==> config.mk <==
export PLATFORM = sky130hd
export DESIGN_NAME = ccns_scale
export DESIGN_NICKNAME = d
export VERILOG_FILES = /design/src/design/ccns_pkg.sv /design/src/design/ccns_scale.sv
export SDC_FILE = /design/constraint.sdc
export NUM_CORES = 2
export LEC_CHECK = 0
export BUFFER_PORTS_ARGS = -buffer_cell sky130_fd_sc_hd__buf_4
export CAP_MARGIN = 0
export CORE_MARGIN = 1
export CORE_UTILIZATION = 53
export CTS_CLUSTER_SIZE = 30
export DETAILED_ROUTE_END_ITERATION = 16
export PLACE_DENSITY = 0.79
export SYNTH_ARGS = -nofsm -noshare
export SYNTH_HDL_FRONTEND = slang
export SYNTH_SLANG_ARGS = --single-unit
export TNS_END_PERCENT = 30
==> constraint.sdc <==
create_clock -name clk -period 7.07 [get_ports clk]
set_input_delay 0.707 -clock clk [delete_from_list [all_inputs] [get_ports clk]]
set_output_delay 0.707 -clock clk [all_outputs]
set_load 0.01 [all_outputs]
==> src/design/ccns_pkg.sv <==
`timescale 1ns / 1ps
`default_nettype none
package ccns_pkg;

    localparam int CNT_W       = 64;
    localparam int FREQ_W      = 34;
    localparam int NS_W        = 30;
    localparam int FRAC_STEPS  = 30;
    localparam int WHOLE_STEPS = 64;

    localparam logic [NS_W-1:0] NS_PER_SEC = 30'd1000000000;

    localparam logic CFG_FREQ   = 1'b0;
    localparam logic CFG_OFFSET = 1'b1;

    typedef enum logic [1:0] {
        ST_OK        = 2'd0,
        ST_NOT_CAL   = 2'd1,
        ST_BEFORE    = 2'd2
    } status_t;

    typedef struct packed {
        logic    vld;
        status_t st;
    } ccns_ctl_t;

endpackage
`default_nettype wire

==> src/design/ccns_scale.sv <==
`timescale 1ns / 1ps
`default_nettype none
module ccns_scale
    import ccns_pkg::*;
(
    input  wire logic              clk,
    input  wire logic              rst_n,
    input  wire logic              adv,
    input  ccns_ctl_t              ctl_in,
    input  wire logic [CNT_W-1:0]  whole,
    input  wire logic [FREQ_W-1:0] part,
    output ccns_ctl_t              ctl_out,
    output logic [CNT_W-1:0]       acc,
    output logic [CNT_W-1:0]       dividend
);

    logic             v1_reg, v2_reg, v3_reg;
    status_t          s1_reg, s2_reg, s3_reg;
    logic [CNT_W-1:0] pp1_reg, pp2_reg, pp3_reg;
    logic [CNT_W-1:0] whole1_reg;
    logic [31:0]      hi2_reg;
    logic [CNT_W-1:0] lo2_reg;
    logic [CNT_W-1:0] acc3_reg;
    logic [CNT_W-1:0] hi_prod;

    always_comb
    begin
        hi_prod = {32'b0, hi2_reg} * {34'b0, NS_PER_SEC};
    end

    always_ff @(posedge clk or negedge rst_n)
    begin
        if (!rst_n)
        begin
            v1_reg <= 1'b0;
            v2_reg <= 1'b0;
            v3_reg <= 1'b0;
        end
        else if (adv)
        begin
            v1_reg <= ctl_in.vld;
            v2_reg <= v1_reg;
            v3_reg <= v2_reg;
        end
    end

    always_ff @(posedge clk)
    begin
        if (adv)
        begin
            s1_reg     <= ctl_in.st;
            pp1_reg    <= {30'b0, part} * {34'b0, NS_PER_SEC};
            whole1_reg <= whole;
            s2_reg     <= s1_reg;
            pp2_reg    <= pp1_reg;
            hi2_reg    <= whole1_reg[63:32];
            lo2_reg    <= {32'b0, whole1_reg[31:0]} * {34'b0, NS_PER_SEC};
            s3_reg     <= s2_reg;
            pp3_reg    <= pp2_reg;
            acc3_reg   <= lo2_reg + {hi_prod[31:0], 32'b0};
        end
    end

    assign ctl_out  = '{vld: v3_reg, st: s3_reg};
    assign acc      = acc3_reg;
    assign dividend = pp3_reg;

endmodule
`default_nettype wire

==> flow_summary.yaml <==
clock_network:
  htreeDepth: 2
  cts_sinks: 360
  insertion_delay_ps: 600
  cts_root_buf: "clkbuf_16"
  path_clk_slew_ps: 60
  cts_made_buffers: 42
  cts_tree: "built"
  clock_path_buffers: 3
synthesis:
  synth_edf_count: 357
  synthFlopType: "edfxtp_1"
  yosys_register_bits: 360
  yosysSeqAreaShare: 0.246
  synth_cell_types: 86
  async_flop_share: 0.00833
  synthCells: 3838
  netlist_area_um2: 44000
  synth_area_per_cell_um2: 11.5
  yosysWarningCount: 0
timing:
  hold_viol: 0
  timing.fmax_mhz: 146
  skew_ps: 26.2
  fin_crit_ps: 6830
  slew_viol_final: 0
  finalSetupTns_ps: 0
  period_share: 0.967
  slew_headroom: 0.360
  tightestPinTransition_ps: 960
  setup_viol: 0
min_path:
  worstHoldStart: "whole[10]"
  hold_class: "input port to flop"
  holdPathEnd: "whole1_reg[10]"
  min_path_cells: 1
setup_path:
  regToRegStartpoint: "whole1_reg[11]"
  cp-start-kind: "flop"
  worstPathRequired_ps: 7400
  critPathLaunch: "whole1_reg[11]"
  r2r_slack_ps: 240
  reg2reg_depth: 23
  path_class: "flop to flop"
  crit_path_max_fanout: 7
  r2r_end: "lo2_reg[60]"
  crit_arrival_ps: 7170
  end_kind: "flop"
place:
  dp.cells: 5310
  portBuffers: 207
  hpwl_um: 82000
  gp_congestion: 0.959
grt:
  grt_pass1_wl_um: 154000
  grt_use_total: 0.235
  antenna_found_initial: 1
  grt_pass1_vias: 30000
  grt_overflow_total: 0
  grt_max_degree: 169
detailed_routing:
  drc: 0
  drtIter0Drc: 1276
  drt_pre_antenna_iters: 7
  drtAntennaViolNets: 0
  num_vias: 27300
  wl_per_cell_um: 17.5
  vias_per_cell: 5.05
  wirelength_um: 94600
cells_and_area:
  layout.cells.non_filler: 5401
  final_nets: 5804
  areaGrowthSynthToFinish_pct: 13.6
  antennaDiodeCount: 0
  layout-drive-gt1-share: 0.124
floorplanning:
  initial_core_util: 0.535
  die_h_um: 290
  rows: 105
  chipWidth_um: 290
  core_area_um2: 82100
  die_area_um2: 84100
  io_pins: 235
run_status:
  status: "completed"
run:
  drv_cap: 0
==> final cells by class <==
cell class	instances	area [um2]
fillers	6318	32200
multi-input cells	2225	28400
flip-flops and latches	360	10800
inverters	1239	4650
repair buffers	430	3290
well taps	1070	1340
clock buffers	49	1140
clock inverters	28	295
==> critical path, cell delays in order (launching register included) <==
cell      delay [ps]
edfxtp_1         560
buf_4            220
ha_1             340
fa_1             440
fa_1             470
fa_1             510
inv_1             60
fa_1             530
inv_1             50
fa_1             500
inv_1             60
fa_1             510
inv_1             50
ha_1             340
a21o_1           180
a21o_1           170
a21oi_1          130
o21ai_0          120
a31oi_1          390
a211oi_4         140
o21ai_1          190
a31oi_1          140
a311oi_1         320
xnor2_1          140
==> how the worst max path moves through the flow <==
stage	to	slack, ps	depth (start not counted)
floorplan	pp1_reg[63]	330	22
global placement	pp1_reg[62]	-230	26
detailed placement	pp1_reg[63]	-280	24
CTS	lo2_reg[55]	0.8	22
global route	lo2_reg[61]	-30	24
finish	lo2_reg[60]	240	23
==> metrics by stage <==
step / hold slack [ps] / area, um2 / utilization / worst slack (ps)
3_3_place_gp: 400 / 48300 / 0.588 / -231
5_1_grt: 258 / 49900 / 0.608 / -33.9
4_1_cts: 247 / 49800 / 0.606 / 0.839
6_report: 285 / 49900 / 0.608 / 236
3_5_place_dp: 405 / 48300 / 0.588 / -277
2_1_floorplan: 400 / 44000 / - / 333
==> cell families (layout without fill, tap and decap cells) <==
family | after synthesis | in the layout | synth area share
other | 1 | 18 | 0.0000853
AND/OR/NAND/NOR | 287 | 287 | 0.0321
XOR/XNOR | 150 | 150 | 0.0299
flip-flops | 360 | 360 | 0.246
buffers and inverters | 1270 | 1746 | 0.110
multiplexers | 5 | 5 | 0.00122
AO/OA/AOI/OAI | 363 | 363 | 0.0565
adder cells (fa/ha/maj) | 1402 | 1402 | 0.524
==> what timing repair did <==
action / in CTS / in global routing
resized for setup: 0 / 12
hold buffers: 1 / 0
setup buffers: 0 / 13
hold endpoints to repair: 3 / 0
endpoints found under the setup margin: 0 / 13
==> layer usage <==
metal | global-route usage | wire, um
met3 | 0.0411 | 4810
met5 | 0 | 13
met4 | 0.0816 | 3350
met2 | 0.410 | 47600
met1 | 0.295 | 38900
==> cells in the mapped netlist, types with 12 or more instances <==
cell / number / area (um2)
a21o_1: 59 / 443
nor2_1: 84 / 315
nor2b_1: 21 / 131
nand3_1: 23 / 115
buf_4: 19 / 143
inv_1: 1239 / 4650
xor2_1: 38 / 333
ha_1: 669 / 8370
a21oi_1: 106 / 531
and3_1: 12 / 75.1
o21ai_0: 47 / 235
nor3_1: 28 / 140
o21bai_1: 12 / 90.1
a31oi_1: 15 / 93.8
xnor2_1: 112 / 981
nand2b_1: 13 / 81.3
nand2_1: 61 / 229
o21ai_1: 15 / 75.1
o21a_1: 25 / 188
fa_1: 733 / 14700
edfxtp_1: 357 / 10700
==> placed cells by master, fill, tap and decap left out, types with 6 or more instances in the layout <==
master     count
nand2b_1      13
inv_1       1238
fa_1         733
o21ai_1       15
xor2_1        38
edfxtp_1     357
o211ai_1       7
and3_1        12
buf_4        424
clkinv_1       7
nand3_1       23
nand4_1       10
o21a_1        25
a211o_1        6
nand2_1       61
a21oi_1      101
o21bai_1      12
nor2_1        84
xnor2_1      112
clkinv_2       6
a31oi_1       14
o21ai_0       47
a21oi_2        9
a211oi_1       9
conb_1        18
and2_1         7
a21o_1        59
ha_1         669
nor3_1        27
nor2b_1       21
clkbuf_16     45
Power is left out: the tool's default activity adds up to more than one toggle a clock period on the data nets, which glitch-free logic cannot reach.
